### config.mk
export PLATFORM = sky130hd
export DESIGN_NAME = byte_stuffing_deframer_flat
export DESIGN_NICKNAME = d
export VERILOG_FILES = /design/src/rtl/bsd_pkg.sv /design/src/rtl/bsd_in_if.sv /design/src/rtl/bsd_out_if.sv /design/src/rtl/byte_stuffing_deframer.sv /design/src/flat_wrapper.sv
export SDC_FILE = /design/constraint.sdc
export NUM_CORES = 1
export LEC_CHECK = 0
export BUFFER_PORTS_ARGS = -buffer_cell sky130_fd_sc_hd__clkbuf_2
export CORE_ASPECT_RATIO = 1.2
export CORE_MARGIN = 4
export CORE_UTILIZATION = 50
export CTS_CLUSTER_DIAMETER = 40
export DETAILED_ROUTE_END_ITERATION = 8
export PLACE_DENSITY = 0.73
export SYNTH_ARGS = -nofsm -noshare
export SYNTH_HDL_FRONTEND = slang
export SYNTH_SLANG_ARGS = --single-unit
### constraint.sdc
create_clock -name clk_i -period 3.3 [get_ports clk_i]
set_input_delay 0.495 -clock clk_i [delete_from_list [all_inputs] [get_ports clk_i]]
set_output_delay 0.495 -clock clk_i [all_outputs]
set_load 0.03 [all_outputs]
### src/rtl/bsd_pkg.sv
`timescale 1ns / 1ps
// ----------------------------------------------------------------------------
// bsd_pkg: shared definitions for the byte-stuffing deframer
// Holds the deframer state codes, the result kinds, the configuration
// register indexes and their reset values.
// ----------------------------------------------------------------------------
package bsd_pkg;

  // Deframer state.
  typedef enum logic [1:0] {
    ST_IDLE  = 2'd0,
    ST_FRAME = 2'd1,
    ST_ESC   = 2'd2
  } frame_state_e;

  // Kind of one result transaction.
  typedef enum logic [1:0] {
    KIND_DATA  = 2'd0,
    KIND_DONE  = 2'd1,
    KIND_ERROR = 2'd2
  } kind_e;

  // Configuration register indexes.
  typedef enum logic [1:0] {
    CFG_START_FLAG  = 2'd0,
    CFG_END_FLAG    = 2'd1,
    CFG_ESCAPE_FLAG = 2'd2
  } cfg_idx_e;

  localparam int unsigned CfgIdxW = 2;
  localparam int unsigned ByteW   = 8;

  localparam logic [ByteW-1:0] StartFlagRst  = 8'd126;
  localparam logic [ByteW-1:0] EndFlagRst    = 8'd125;
  localparam logic [ByteW-1:0] EscapeFlagRst = 8'd124;

endpackage

### src/rtl/bsd_in_if.sv
`timescale 1ns / 1ps
// ----------------------------------------------------------------------------
// bsd_in_if: received byte channel
// Valid/ready channel that carries one raw byte of the stuffed stream.
// ----------------------------------------------------------------------------
interface bsd_in_if
  import bsd_pkg::*;
();
  logic             valid;
  logic             ready;
  logic [ByteW-1:0] rx_byte;

  modport source (output valid, output rx_byte, input ready);
  modport sink   (input valid, input rx_byte, output ready);
endinterface

### src/rtl/bsd_out_if.sv
`timescale 1ns / 1ps
// ----------------------------------------------------------------------------
// bsd_out_if: deframer result channel
// Valid/ready channel that carries one result kind and an unstuffed byte.
// ----------------------------------------------------------------------------
interface bsd_out_if
  import bsd_pkg::*;
();
  logic             valid;
  logic             ready;
  kind_e            kind;
  logic [ByteW-1:0] payload_byte;

  modport source (output valid, output kind, output payload_byte, input ready);
  modport sink   (input valid, input kind, input payload_byte, output ready);
endinterface

### src/rtl/byte_stuffing_deframer.sv
`timescale 1ns / 1ps
// ----------------------------------------------------------------------------
// byte_stuffing_deframer: byte-stuffed stream deframer
// Removes start, end and escape bytes from a received stream and reports
// data bytes, frame completion and framing errors.
// ----------------------------------------------------------------------------
//  Channel  Direction  Handshake       Payload
//  in_if    sink       valid / ready   rx_byte (8 bit)
//  out_if   source     valid / ready   kind (2 bit), payload_byte (8 bit)
//  cfg      input      cfg_we_i        cfg_idx_i (2 bit), cfg_data_i (8 bit)
//
// One byte is accepted per cycle unless a result stalls; the result of a byte
// passes through the input register, then the result register.
// The deframer state updates once per byte, when the byte leaves the input
// register, so the single state register sets the one-byte-per-cycle rate.
// Reset clears the state to idle and loads the default flag values.
// A stalled result holds the input register only if that byte has a result;
// bytes without a result keep flowing.
// ----------------------------------------------------------------------------
module byte_stuffing_deframer
  import bsd_pkg::*;
(
  input  logic               clk_i,
  input  logic               rst_ni,
  input  logic               cfg_we_i,
  input  logic [CfgIdxW-1:0] cfg_idx_i,
  input  logic [ByteW-1:0]   cfg_data_i,
  bsd_in_if.sink             in_if,
  bsd_out_if.source          out_if
);

  logic [ByteW-1:0] start_flag_q, end_flag_q, escape_flag_q;
  logic             in_valid_q;
  logic [ByteW-1:0] in_byte_q;
  frame_state_e     state_q, state_d;
  logic             out_valid_q;
  kind_e            out_kind_q;
  logic [ByteW-1:0] out_byte_q;

  logic             res_valid;
  kind_e            res_kind;
  logic [ByteW-1:0] res_byte;
  logic             out_free;
  logic             in_drain;
  logic             out_load;
  logic             in_take;
  logic             is_start, is_end, is_esc;

  // Configuration registers.
  always_ff @(posedge clk_i or negedge rst_ni) begin
    if (!rst_ni) begin
      start_flag_q  <= StartFlagRst;
      end_flag_q    <= EndFlagRst;
      escape_flag_q <= EscapeFlagRst;
    end else if (cfg_we_i) begin
      unique case (cfg_idx_i)
        CFG_START_FLAG:  start_flag_q  <= cfg_data_i;
        CFG_END_FLAG:    end_flag_q    <= cfg_data_i;
        CFG_ESCAPE_FLAG: escape_flag_q <= cfg_data_i;
        default: ;
      endcase
    end
  end

  // Flag compares on the registered byte.
  assign is_start = (in_byte_q == start_flag_q);
  assign is_end   = (in_byte_q == end_flag_q);
  assign is_esc   = (in_byte_q == escape_flag_q);

  // Handshake between the input register and the result register.
  assign out_free    = !out_valid_q || out_if.ready;
  assign in_drain    = in_valid_q && (!res_valid || out_free);
  assign out_load    = in_drain && res_valid;
  assign in_if.ready = !in_valid_q || in_drain;
  assign in_take     = in_if.valid && in_if.ready;

  // Next state.
  always_comb begin
    state_d = state_q;
    if (in_drain) begin
      unique case (state_q)
        ST_FRAME: begin
          if (is_esc) begin
            state_d = ST_ESC;
          end else if (is_end) begin
            state_d = ST_IDLE;
          end
        end
        ST_ESC: begin
          state_d = (is_start || is_end || is_esc) ? ST_FRAME : ST_IDLE;
        end
        default: begin
          state_d = is_start ? ST_FRAME : ST_IDLE;
        end
      endcase
    end
  end

  // Result for the byte in the input register.
  always_comb begin
    res_valid = 1'b1;
    res_kind  = KIND_ERROR;
    res_byte  = '0;
    unique case (state_q)
      ST_FRAME: begin
        if (is_esc) begin
          res_valid = 1'b0;
        end else if (is_end) begin
          res_kind = KIND_DONE;
        end else begin
          res_kind = KIND_DATA;
          res_byte = in_byte_q;
        end
      end
      ST_ESC: begin
        if (is_start || is_end || is_esc) begin
          res_kind = KIND_DATA;
          res_byte = in_byte_q;
        end
      end
      default: begin
        if (is_start) begin
          res_valid = 1'b0;
        end
      end
    endcase
  end

  // Control registers.
  always_ff @(posedge clk_i or negedge rst_ni) begin
    if (!rst_ni) begin
      state_q     <= ST_IDLE;
      in_valid_q  <= 1'b0;
      out_valid_q <= 1'b0;
    end else begin
      state_q <= state_d;
      if (in_if.ready) begin
        in_valid_q <= in_if.valid;
      end
      if (out_load) begin
        out_valid_q <= 1'b1;
      end else if (out_if.ready) begin
        out_valid_q <= 1'b0;
      end
    end
  end

  // Payload registers.
  always_ff @(posedge clk_i) begin
    if (in_take) begin
      in_byte_q <= in_if.rx_byte;
    end
    if (out_load) begin
      out_kind_q <= res_kind;
      out_byte_q <= res_byte;
    end
  end

  assign out_if.valid        = out_valid_q;
  assign out_if.kind         = out_kind_q;
  assign out_if.payload_byte = out_byte_q;

`ifndef ASSERT_OFF
  // A byte waiting for a full result register stays in place.
  a_in_hold: assert property (@(posedge clk_i) disable iff (!rst_ni)
    in_valid_q && !in_drain |=> in_valid_q && $stable(in_byte_q))
    else $error("input register changed while stalled");

  // An error result always returns the deframer to idle.
  a_err_idle: assert property (@(posedge clk_i) disable iff (!rst_ni)
    out_load && (res_kind == KIND_ERROR) |=> state_q == ST_IDLE)
    else $error("error result did not return to idle");

  // Frame completion comes only from inside a frame.
  a_done_frame: assert property (@(posedge clk_i) disable iff (!rst_ni)
    out_load && (res_kind == KIND_DONE) |-> state_q == ST_FRAME)
    else $error("frame completion outside a frame");

  // Non-data results carry a zero byte.
  a_zero_byte: assert property (@(posedge clk_i) disable iff (!rst_ni)
    out_valid_q && (out_kind_q != KIND_DATA) |-> out_byte_q == '0)
    else $error("non-data result with nonzero byte");

  // The input side stalls only when the input register is occupied.
  a_ready: assert property (@(posedge clk_i) disable iff (!rst_ni)
    !in_if.ready |-> in_valid_q && res_valid && out_valid_q)
    else $error("input stalled without cause");
`endif

endmodule
### src/flat_wrapper.sv
// flat-port wrapper written by rule: the top's interface ports become plain ports
module byte_stuffing_deframer_flat import bsd_pkg::*;
  (clk_i, rst_ni, cfg_we_i, cfg_idx_i, cfg_data_i, in_if_valid, in_if_rx_byte, in_if_ready, out_if_valid, out_if_kind, out_if_payload_byte, out_if_ready);
  bsd_in_if in_if_i ();
  bsd_out_if out_if_i ();
  input  logic clk_i;
  input  logic rst_ni;
  input  logic cfg_we_i;
  input  logic [CfgIdxW-1:0] cfg_idx_i;
  input  logic [ByteW-1:0] cfg_data_i;
  input wire logic [$bits(in_if_i.valid)-1:0] in_if_valid;
  input wire logic [$bits(in_if_i.rx_byte)-1:0] in_if_rx_byte;
  output wire logic [$bits(in_if_i.ready)-1:0] in_if_ready;
  output wire logic [$bits(out_if_i.valid)-1:0] out_if_valid;
  output wire logic [$bits(out_if_i.kind)-1:0] out_if_kind;
  output wire logic [$bits(out_if_i.payload_byte)-1:0] out_if_payload_byte;
  input wire logic [$bits(out_if_i.ready)-1:0] out_if_ready;
  assign in_if_i.valid = in_if_valid;
  assign in_if_i.rx_byte = in_if_rx_byte;
  assign in_if_ready = in_if_i.ready;
  assign out_if_valid = out_if_i.valid;
  assign out_if_kind = out_if_i.kind;
  assign out_if_payload_byte = out_if_i.payload_byte;
  assign out_if_i.ready = out_if_ready;
  byte_stuffing_deframer u_core (.clk_i(clk_i), .rst_ni(rst_ni), .cfg_we_i(cfg_we_i), .cfg_idx_i(cfg_idx_i), .cfg_data_i(cfg_data_i), .in_if(in_if_i), .out_if(out_if_i));
endmodule
==> qor.txt, run 1 <==
Status: finished, final reports clean
H-tree levels: 2
CP arrival: 1.94 ns
Post-CTS setup buffer count: 0
Syn nets: 171
Fin crit share: 73.8%
ANT nets after route: 0
Gpl congestion: 0.887
Ports: 35
Commonest non-fill, non-tap cell in the layout: clkbuf_2
Syn_area_per_cell: 14.5 µm²
Synth Flop Type: edfxtp_1
Register area share after synthesis: 59.5%
Minimum clock period: 2.43 ns
Cells after DPL: 233
Final setup viols: 0
CTS tree: built
Post-route design area: 2450 µm²
Share of layout cells above drive strength 1: 49.7%
Max-slew headroom: 50.2%
Top cells by area, synth: edfxtp_1 (25%), dfstp_2 (21%), dfrtp_1 (13%), mux2_2 (13%), xnor2_1 (6.6%)
First-pass GRT wire length: 6180 µm
Initial core utilization: 53.0%
Worst hold slack: 0.216 ns
Final setup margin: 0.866 ns
Synth cell types: 33
Most frequent cells in the layout: clkbuf_2 (34), mux2_2 (24), edfxtp_1 (18), dfstp_2 (17), xnor2_1 (16)
Number of diodes: 0
Seq cells post-synth: 46
Ys Warns: 0
CP max FO: 4
Slew Limit Fails: 0
Die X-Extent: 67.5 µm
Async set-or-reset flop fraction in the synthesized netlist: 60.9%
Area Growth Syn to Fin: 15.4%
Worst-Skew Late Latency: 0.30 ns
Placed instance area: 2350 µm²
Total wire length: 3710 µm
Number of antenna violations at the first check in global routing: 0
Unrepaired setup endpoints after global routing: no
Max Clk Rate: 411 MHz
Seq. cell area: 1260 µm²
Multi-input logic area: 846 µm²
DRC: 0
Clk root buf: clkbuf_8
Maximum root-to-sink buffer count: 2
Post-Layout Cell Count: 241
Largest net degree at the start of global routing: 29
Share of the synthesized area in the top cell type: 25.5%
Netlist Area Pre-Place: 2120 µm²
Row cnt: 25
Post-DP HPWL: 3000 µm
DR vias/cell: 5.29
Die Ht: 79.3 µm
Synth area leader: edfxtp_1
Setup tns final: 0 ns
Peak supply drop: 0.305 mV
CTS Hold Buffers Added: 0
Static leakage: 0.000940 µW
Crit. End Element: primary output
Die area: 5350 µm²
Fillers: 334
1st-pass router iterations: 4
CTS buffer count: 5
PostCTS Resize Cnt: 0
1st-iter DRT viols: 62
Core area: 4000 µm²
Worst Setup Path Type: reg -> out
Final nets: 211
Buffers added on ports: 34
DR vias: 1276
Vias in the first global route: 1310
Number of synthesized flops with an enable pin: 18
Wire per inst: 15.4 µm
Crit path launch type: register
Max-Cap Viols: 0
Total GRT Usage: 15.8%
Slew @ Worst Pin: 0.744 ns
CP required: 2.80 ns
PD cells: 541 nW/µm²
Grt ovf: 0
Clock Skew: 0.00901 ns
Final Hold Viols: 0
Worst hold path type: in -> async
Worst slack at placement: 1.03 ns
CTS clk-pin slew, worst paths: 0.09 ns
Sink Count: 46
Cells after Synth: 146
-- routing by layer --
layer / vias to the layer above / wire [µm] / track usage (%) / part of all wire [%]
met5: - / 0 / 0 / 0
met4: 0 / 48 / 5.07 / 1.3
met3: 6 / 238 / 5.23 / 6.4
met2: 40 / 1950 / 26.3 / 52
met1: 628 / 1480 / 19.0 / 40
li1: 602 / - / - / -
-- power by group --
group / switching [µW] / internal (µW) / total, µW
registers: 55.7 / 702 / 758
logic: 111 / 113 / 224
clock network: 189 / 153 / 342
-- final timing paths --
check / start / cells after the start / end / slack [ns]
worst min-delay path: rst_ni / 1 / u_core.escape_flag_q[7] / 0.22
worst max-delay path: u_core.in_byte_q[3] / 6 / in_if_ready / 0.87
worst max register to register: u_core.state_q[0] / 6 / u_core.out_if.payload_byte[5] / 1.03
max in group asynchronous: rst_ni / 1 / u_core.end_flag_q[1] / 2.66
min in group clk_i: in_if_rx_byte[2] / 1 / u_core.in_byte_q[2] / 0.37
worst min register to register: u_core.out_if.valid / 2 / u_core.out_if.valid / 0.53
-- critical path, cell delays in order, from the launching register on --
cell and delay (ns):
edfxtp_1 0.48, xnor2_1 0.19, nand4_1 0.15, nor2_2 0.28, a22oi_2 0.16, nand3_1 0.15, clkbuf_2 0.23
-- sequential cells by signal, indices dropped and copies added, names as in the netlist --
register                    flops
u_core.end_flag_q               8
u_core.in_byte_q                8
u_core.out_if.valid             1
u_core.out_if.payload_byte      8
u_core.in_valid_q               1
u_core.out_if.kind              2
u_core.escape_flag_q            8
u_core.state_q                  2
u_core.start_flag_q             8
-- final cells by class --
type / instances / area share [%]
clock buffers: 5 / 2.81
well taps: 54 / 2.76
multi-input cells: 97 / 34.6
flip-flops and latches: 46 / 51.6
clock inverters: 3 / 1.02
repair buffers: 34 / 6.95
inverters: 2 / 0.307
-- logic make-up (layout without fill, tap and decap cells) --
group | after synthesis | in the layout | share of synthesized area (%)
xor gates and xnor gates | 24 | 24 | 9.91
DFF | 46 | 46 | 59.5
AOI/OAI and AO/OA | 9 | 9 | 4.37
buffers and inverters | 3 | 44 | 0.590
muxes | 26 | 26 | 13.7
adders and majority gates | 2 | 2 | 1.18
and+or+nand+nor | 36 | 36 | 10.7
-- through the flow --
stage                     total power [µW]  util (%)
after floorplan                        923         -
after global placement                 987      58.8
after detailed placement               999      58.8
after CTS                             1340      61.1
after global routing                  1400      61.1
final                                 1320      61.1
-- synthesized netlist by cell type (3+ instances only) --
master    count
nand2_1       4
dfstp_2      17
nand3b_1      3
and2_1        9
nor2_1        3
dfrtp_1      11
edfxtp_1     18
xnor2_1      16
mux2_2       24
xor2_1        8
nand4_1       4
Note: power is estimated with default switching activity, not from simulation.
==> inputs of run 2 (changes only) <==
--- a/config.mk
+++ b/config.mk
@@ -5,13 +5,14 @@
 export SDC_FILE = /design/constraint.sdc
 export NUM_CORES = 1
 export LEC_CHECK = 0
+export ABC_AREA = 1
 export BUFFER_PORTS_ARGS = -buffer_cell sky130_fd_sc_hd__clkbuf_2
 export CORE_ASPECT_RATIO = 1.2
 export CORE_MARGIN = 4
 export CORE_UTILIZATION = 50
 export CTS_CLUSTER_DIAMETER = 40
 export DETAILED_ROUTE_END_ITERATION = 8
-export PLACE_DENSITY = 0.73
+export PLACE_DENSITY = 0.75
 export SYNTH_ARGS = -nofsm -noshare
 export SYNTH_HDL_FRONTEND = slang
 export SYNTH_SLANG_ARGS = --single-unit
==> constraint.sdc (replaced) <==
create_clock -name clk_i -period 2.02 [get_ports clk_i]
set_input_delay 0.303 -clock clk_i [delete_from_list [all_inputs] [get_ports clk_i]]
set_output_delay 0.303 -clock clk_i [all_outputs]
set_load 0.03 [all_outputs]
==> run 2 against run 1 <==
Net effect:
- clock power increased by 57%
- sequential power increased by 62%
- clock skew decreased by 0.0035 ns
- clock-buffer cell count increased by 2
- cell count increased by 49%
- utilization increased by 1.8 points
- largest power group unchanged
==> qor.txt, run 2 <==
Status: finished, final reports clean (unchanged)
Minimum clock period: 1.98 ns
CP max stage cell: edfxtp_1 (unchanged)
Maximum root-to-sink buffer count: 2 (unchanged)
Ports: 35 (unchanged)
Row cnt: 26 (was 25)
Seq cells post-synth: 46 (unchanged)
Gate power share: 21.0% (was 16.9%)
1st-pass router iterations: 4 (unchanged)
Wire per inst: 12.3 µm (was 15.4 µm)
Number of diodes: 0 (unchanged)
Number of synthesized flops with an enable pin: 18 (unchanged)
Critical path depth in cells: 10 (was 6)
CTS Hold Buffers Added: 0 (unchanged)
CTS tree: built (unchanged)
Worst slack at placement: 0.00277 ns (was 1.03 ns)
Total wire length: 4410 µm (was 3710 µm)
Final setup viols: 0 (unchanged)
Initial core utilization: 52.4% (was 53.0%)
Number of antenna violations at the first check in global routing: 0 (unchanged)
Synth Flop Type: edfxtp_1 (unchanged)
Fin crit share: 98.2%
Post-DP HPWL: 3280 µm (was 3000 µm)
Most frequent cells after synthesis: nand2_1 (80), inv_1 (40), o21ai_0 (24) (was mux2_2 (24), edfxtp_1 (18), dfstp_2 (17))
Unrepaired setup endpoints after global routing: yes (was no)
Syn nets: 275 (was 171)
Fillers: 357 (was 334)
Total GRT Usage: 17.0% (was 15.8%)
Crit path launch type: register (unchanged)
Die X-Extent: 69.2 µm (was 67.5 µm)
DRC: 0 (unchanged)
Final nets: 326 (was 211)
CP max FO: 4 (unchanged)
Final Hold Viols: 0 (unchanged)
Cells after Synth: 250 (was 146)
Clock Skew: 0.00554 ns (was 0.00901 ns)
First-pass GRT wire length: 7620 µm (was 6180 µm)
CP peak stage delay: 0.45 ns (was 0.48 ns)
Worst Setup Path Type: reg -> out (unchanged)
DR vias/cell: 4.78 (was 5.29)
PD cells: 828 nW/µm² (was 541 nW/µm²)
Worst hold path type: in -> async (unchanged)
Worst Path Buf+Inv: 2 (was 1)
Clk root buf: clkbuf_8 (unchanged)
R2R Setup Slk: 0.14 ns (was 1.03 ns)
Die area: 5640 µm² (was 5350 µm²)
Max Clk Rate: 504 MHz
Core area: 4290 µm² (was 4000 µm²)
Max-Cap Viols: 0 (unchanged)
Commonest non-fill, non-tap cell in the layout: nand2_1 (was clkbuf_2)
Most frequent cells in the layout: nand2_1 (79), inv_1 (38), clkbuf_2 (33), o21ai_0 (24), edfxtp_1 (18) (was clkbuf_2 (34), mux2_2 (24), edfxtp_1 (18), dfstp_2 (17), xnor2_1 (16))
Max-slew headroom: 53.4% (was 50.2%)
Register area share after synthesis: 56.1% (was 59.5%)
Sw Ratio: 29.7% (was 26.8%)
Worst hold slack: 0.0318 ns (was 0.216 ns)
RR Startpoint: u_core.escape_flag_q[5] (was u_core.state_q[0])
CTS buffer count: 5 (unchanged)
Flop pwr share: 55.1% (was 57.3%)
Die Ht: 81.5 µm (was 79.3 µm)
Gpl congestion: 0.790 (was 0.887)
Worst-Skew Late Latency: 0.30 ns (about the same)
Slew Limit Fails: 0 (unchanged)
Top cells by area, synth: edfxtp_1 (24%), dfstp_2 (20%), nand2_1 (13%), dfrtp_1 (12%), inv_1 (6.7%) (was edfxtp_1 (25%), dfstp_2 (21%), dfrtp_1 (13%), mux2_2 (13%), xnor2_1 (6.6%))
Sink Count: 46 (unchanged)
Crit-path cells: inv_1 > nand2_1 > nand2_1 > nand2_1 > nor2_4 > nand2_4 > nand2_4 > nand2_4 > nand4_4 > buf_8 (was xnor2_1 > nand4_1 > nor2_2 > a22oi_2 > nand3_1 > clkbuf_2)
Share of the synthesized area in the top cell type: 24.0% (was 25.5%)
Largest net degree at the start of global routing: 29 (unchanged)
Share of layout cells above drive strength 1: 29.8% (was 49.7%)
H-tree levels: 2 (unchanged)
ANT nets after route: 0 (unchanged)
Cells on worst reg2reg path: 11 (was 6)
Pint: 1570 µW (was 968 µW)
Clk pwr share: 24.0% (was 25.8%)
Sw power: 664 µW (was 355 µW)
Grt ovf: 0 (unchanged)
Slew @ Worst Pin: 0.699 ns (was 0.744 ns)
Async set-or-reset flop fraction in the synthesized netlist: 60.9% (unchanged)
Ys Warns: 0 (unchanged)
Static leakage: 0.00126 µW (was 0.000940 µW)
R2r endpoint: u_core.in_byte_q[7] (was u_core.out_if.payload_byte[5])
Top Family by Delay on Critical Path: simple AND/OR/NAND/NOR gates (unchanged)
Vias in the first global route: 1731 (was 1310)
Synth area leader: edfxtp_1 (unchanged)
Count leader, synth: nand2_1 (was mux2_2)
Peak supply drop: 0.411 mV (was 0.305 mV)
Netlist Area Pre-Place: 2250 µm² (was 2120 µm²)
CTS clk-pin slew, worst paths: 0.08 ns (was 0.09 ns)
1st-iter DRT viols: 121 (was 62)
DR vias: 1713 (was 1276)
Buffers added on ports: 34 (unchanged)
CP required: 1.72 ns (was 2.80 ns)
Synth cell types: 21 (was 33)
Final setup margin: 0.0354 ns (was 0.866 ns)
Syn_area_per_cell: 8.99 µm² (was 14.5 µm²)
Area Growth Syn to Fin: 20.1% (was 15.4%)
Crit. End Element: primary output (unchanged)
CP arrival: 1.68 ns (was 1.94 ns)
[run 2: cell types whose count changed in the layout (fill, tap and decap cells not counted), sizes merged, moves of 7 or more]
cell   before  now
and2       10    0
buf         0   15
inv         3   39
mux2       24    0
nand2       4   86
nand3       2    9
nor2        4   17
o21ai       2   26
xor2        8    0
[run 2: power by group through the flow]
stage / clock, µW / sequential (µW) / combinational (µW)
detailed placement: 0 / 1250 / 417
finish: 536 / 1230 / 468
floorplan: 0 / 1280 / 252
global route: 577 / 1250 / 527
global placement: 0 / 1250 / 406
CTS: 549 / 1230 / 461
[run 2: kinds of logic (layout without fill, tap and decap cells)]
family,count (synthesis),in the layout,share of synthesized area [%]
AO/OA/AOI/OAI,27,27,6.12
buffers and inverters,44,96,7.35
adder cells (fa/ha/maj),2,2,1.11
XOR/XNOR,11,11,4.28
AND/OR/NAND/NOR,120,120,25.0
flip-flops,46,46,56.1
[run 2: final cells by class]
class,count,area (µm²),area share (%)
multi-input cells,160,845,31.3
inverters,40,154,5.70
clock inverters,1,7.51,0.278
repair buffers,48,285,10.6
clock buffers,7,76.3,2.83
flip-flops and latches,46,1260,46.8
well taps,56,70.1,2.59
[run 2: worst max-delay path by stage]
| stage | start | to | slack [ns] |
|---|---|---|---|
| global placement | u_core.in_byte_q[5] | u_core.in_byte_q[1] | 0.07 |
| detailed placement | u_core.in_byte_q[5] | u_core.in_byte_q[1] | 0.003 |
| CTS | u_core.escape_flag_q[5] | in_if_ready | 0.006 |
| finish | u_core.in_byte_q[0] | in_if_ready | 0.04 |
| global route | u_core.in_byte_q[2] | in_if_ready | -0.06 |
| floorplan | u_core.escape_flag_q[5] | u_core.in_byte_q[0] | 0.15 |
[run 2: per-stage QoR]
step	cell area, µm²	total power, µW	setup TNS [ns]	util (%)	cells
after floorplan	2250	1540	0	-	250
after detailed placement	2490	1670	0	58.0	338
after global placement	2490	1650	0	58.0	338
after global routing	2700	2350	-0.0597	62.9	358
after CTS	2680	2240	0	62.4	358
final	2700	2230	0	62.9	358
[run 2: routing by layer]
layer,track usage [%],wire (µm),up-vias
met3,3.55,156,8
met1,19.7,1890,788
met5,0,0,-
met4,7.23,87,0
met2,30.7,2270,35
li1,-,-,882
[run 2: repair_timing]
action,in CTS,in global routing
setup endpoints to repair,2,19
gates resized for setup,4,6
setup buffers,12,0
==> inputs of run 3 (changes only) <==
--- a/config.mk
+++ b/config.mk
@@ -9,10 +9,10 @@
 export BUFFER_PORTS_ARGS = -buffer_cell sky130_fd_sc_hd__clkbuf_2
 export CORE_ASPECT_RATIO = 1.2
 export CORE_MARGIN = 4
-export CORE_UTILIZATION = 50
+export CORE_UTILIZATION = 25
 export CTS_CLUSTER_DIAMETER = 40
 export DETAILED_ROUTE_END_ITERATION = 8
-export PLACE_DENSITY = 0.75
+export PLACE_DENSITY = 0.44
 export SYNTH_ARGS = -nofsm -noshare
 export SYNTH_HDL_FRONTEND = slang
 export SYNTH_SLANG_ARGS = --single-unit
==> run 3 against run 2 <==
Net effect:
- sequential power about the same
- clock skew fell by 0.0011 ns
- fmax grew 2.4%
- cell count grew 19%
- largest power group unchanged
- highest routed layer unchanged
==> qor.txt, run 3 (synthesized netlist as in run 2, its figures left out) <==
Status: finished, final reports clean (unchanged)
Minimum clock period: 1.94 ns (was 1.98 ns)
Seq. cell area: 1260 µm² (unchanged)
Commonest non-fill, non-tap cell in the layout: nand2_1 (unchanged)
Post-route design area: 2850 µm² (was 2700 µm²)
Unrepaired setup endpoints after global routing: yes (unchanged)
Largest net degree at the start of global routing: 29 (unchanged)
Crit. End Element: primary output (unchanged)
Clk pwr share: 24.3% (was 24.0%)
Max-Cap Viols: 0 (unchanged)
Clk root buf: clkbuf_8 (unchanged)
CTS clk-pin slew, worst paths: 0.09 ns (was 0.08 ns)
Worst Setup Path Type: reg -> out (unchanged)
CTS Hold Buffers Added: 0 (unchanged)
Clock Skew: 0.00440 ns (was 0.00554 ns)
Die X-Extent: 94.6 µm (was 69.2 µm)
Pint: 1580 µW (was 1570 µW)
ANT nets after route: 0 (unchanged)
Cells after DPL: 400 (was 338)
Initial core utilization: 26.0% (was 52.4%)
Peak supply drop: 0.244 mV (was 0.411 mV)
Slew @ Worst Pin: 0.722 ns (was 0.699 ns)
Die area: 10600 µm² (was 5640 µm²)
Sink Count: 46 (unchanged)
Multi-input logic area: 867 µm² (was 845 µm²)
Final Hold Viols: 0 (unchanged)
Placed instance area: 2580 µm² (was 2490 µm²)
Grt ovf: 0 (unchanged)
Core area: 8660 µm² (was 4290 µm²)
Total GRT Usage: 9.94% (was 17.0%)
Sw Ratio: 30.4% (was 29.7%)
Post-Layout Cell Count: 425 (was 358)
First-pass GRT wire length: 8110 µm (was 7620 µm)
H-tree levels: 2 (unchanged)
DRC: 0 (unchanged)
Die Ht: 112 µm (was 81.5 µm)
CP required: 1.72 ns (about the same)
Cells on worst reg2reg path: 13 (was 11)
Ports: 35 (unchanged)
CP max FO: 4 (unchanged)
Final setup viols: 0 (unchanged)
Worst-Skew Late Latency: 0.29 ns (was 0.30 ns)
CTS buffer count: 5 (unchanged)
Static leakage: 0.00131 µW (was 0.00126 µW)
Worst hold path type: in -> async (unchanged)
Gpl congestion: 0.770 (was 0.790)
DR vias/cell: 3.98 (was 4.78)
Most frequent cells in the layout: nand2_1 (77), inv_1 (40), clkbuf_2 (33), o21ai_0 (24), buf_4 (19) (was nand2_1 (79), inv_1 (38), clkbuf_2 (33), o21ai_0 (24), edfxtp_1 (18))
Gate power share: 21.4% (was 21.0%)
Worst slack at placement: 0.115 ns (was 0.00277 ns)
Post-DP HPWL: 3760 µm (was 3280 µm)
1st-pass router iterations: 3 (was 4)
PD cells: 797 nW/µm² (was 828 nW/µm²)
Fillers: 916 (was 357)
Flop pwr share: 54.3% (was 55.1%)
1st-iter DRT viols: 46 (was 121)
R2R Setup Slk: 0.15 ns (was 0.14 ns)
Share of layout cells above drive strength 1: 32.5% (was 29.8%)
CTS tree: built (unchanged)
RR Startpoint: u_core.in_byte_q[1] (was u_core.escape_flag_q[5])
Max Clk Rate: 516 MHz (was 504 MHz)
DR vias: 1692 (was 1713)
Buffers added on ports: 34 (unchanged)
Total wire length: 4970 µm (was 4410 µm)
Sw power: 691 µW (was 664 µW)
Number of antenna violations at the first check in global routing: 0 (unchanged)
Maximum root-to-sink buffer count: 2 (unchanged)
Area Growth Syn to Fin: 26.9% (was 20.1%)
Number of diodes: 0 (unchanged)
Final setup margin: 0.0812 ns (was 0.0354 ns)
Max-slew headroom: 51.9% (was 53.4%)
Slew Limit Fails: 0 (unchanged)
R2r endpoint: u_core.in_byte_q[1] (was u_core.in_byte_q[7])
Row cnt: 37 (was 26)
Vias in the first global route: 1687 (was 1731)
Crit path launch type: register (unchanged)
Wire per inst: 11.7 µm (was 12.3 µm)
Fin crit share: 96.0% (was 98.2%)
CP arrival: 1.64 ns (was 1.68 ns)
Final nets: 332 (was 326)
-- run 3: changes by cell type in the layout (fill, tap and decap cells not counted), sizes merged --
cell / delta
buf: +6
clkbuf: -2
clkinv: +2
inv: +1
clkinvlp: -1
-- run 3: worst max path at each step --
| stage | startpoint | to | slack, ns | cells after the start |
|---|---|---|---|---|
| floorplan | u_core.escape_flag_q[5] | u_core.in_byte_q[0] | 0.15 | 10 |
| global placement | u_core.in_byte_q[6] | u_core.in_byte_q[0] | 0.12 | 10 |
| detailed placement | u_core.in_byte_q[6] | u_core.in_byte_q[0] | 0.11 | 10 |
| CTS | u_core.escape_flag_q[6] | in_if_ready | 0.006 | 8 |
| global route | u_core.in_byte_q[0] | in_if_ready | -0.03 | 10 |
| finish | u_core.in_byte_q[1] | in_if_ready | 0.08 | 10 |
-- run 3: area by class of cell --
cell class,instances,share of cell area [%]
multi-input cells,160,30.4
clock buffers,5,2.41
inverters,40,5.26
repair buffers,54,12.0
well taps,117,5.13
clock inverters,3,0.570
flip-flops and latches,46,44.2
-- run 3: timing repair --
item,CTS,global route
gates resized for setup,7,6
pin swaps,7,5
buffers inserted,9,8
setup endpoints to repair,1,11
-- run 3: worst max-delay path: stages (launching register included) --
cell and delay, ns:
edfxtp_1 0.47, inv_1 0.11, nand2_1 0.05, nand2_1 0.08
nand2_2 0.07, nor2_4 0.14, nand2_4 0.08, nand2_4 0.07
nand2_4 0.06, nand4_4 0.08, buf_8 0.13
-- run 3: stage by stage --
stage | power (µW) | util (%) | hold slack [ns] | TNS (ns)
after floorplan | 1540 | - | 0.00741 | 0
after global placement | 1680 | 29.9 | 0.401 | 0
after detailed placement | 1690 | 29.9 | 0.415 | 0
after CTS | 2280 | 32.1 | 0.0867 | 0
after global routing | 2410 | 33.0 | 0.121 | -0.0307
final | 2270 | 33.0 | 0.0465 | 0
-- run 3: layer usage --
layer / share of wire [%] / vias up / track usage [%]
met1: 46 / 757 / 12.4
met2: 48 / 29 / 16.8
met5: 0 / - / 0
met3: 3.2 / 7 / 1.69
met4: 2.0 / 0 / 4.23
li1: - / 899 / -
-- run 3: power groups by stage --
| stage | sequential [µW] | combinational (µW) | clock (µW) |
|---|---|---|---|
| 2_1_floorplan | 1280 | 252 | 0 |
| 3_3_place_gp | 1250 | 431 | 0 |
| 3_5_place_dp | 1260 | 434 | 0 |
| 4_1_cts | 1240 | 473 | 574 |
| 5_1_grt | 1250 | 554 | 602 |
| 6_report | 1240 | 487 | 552 |
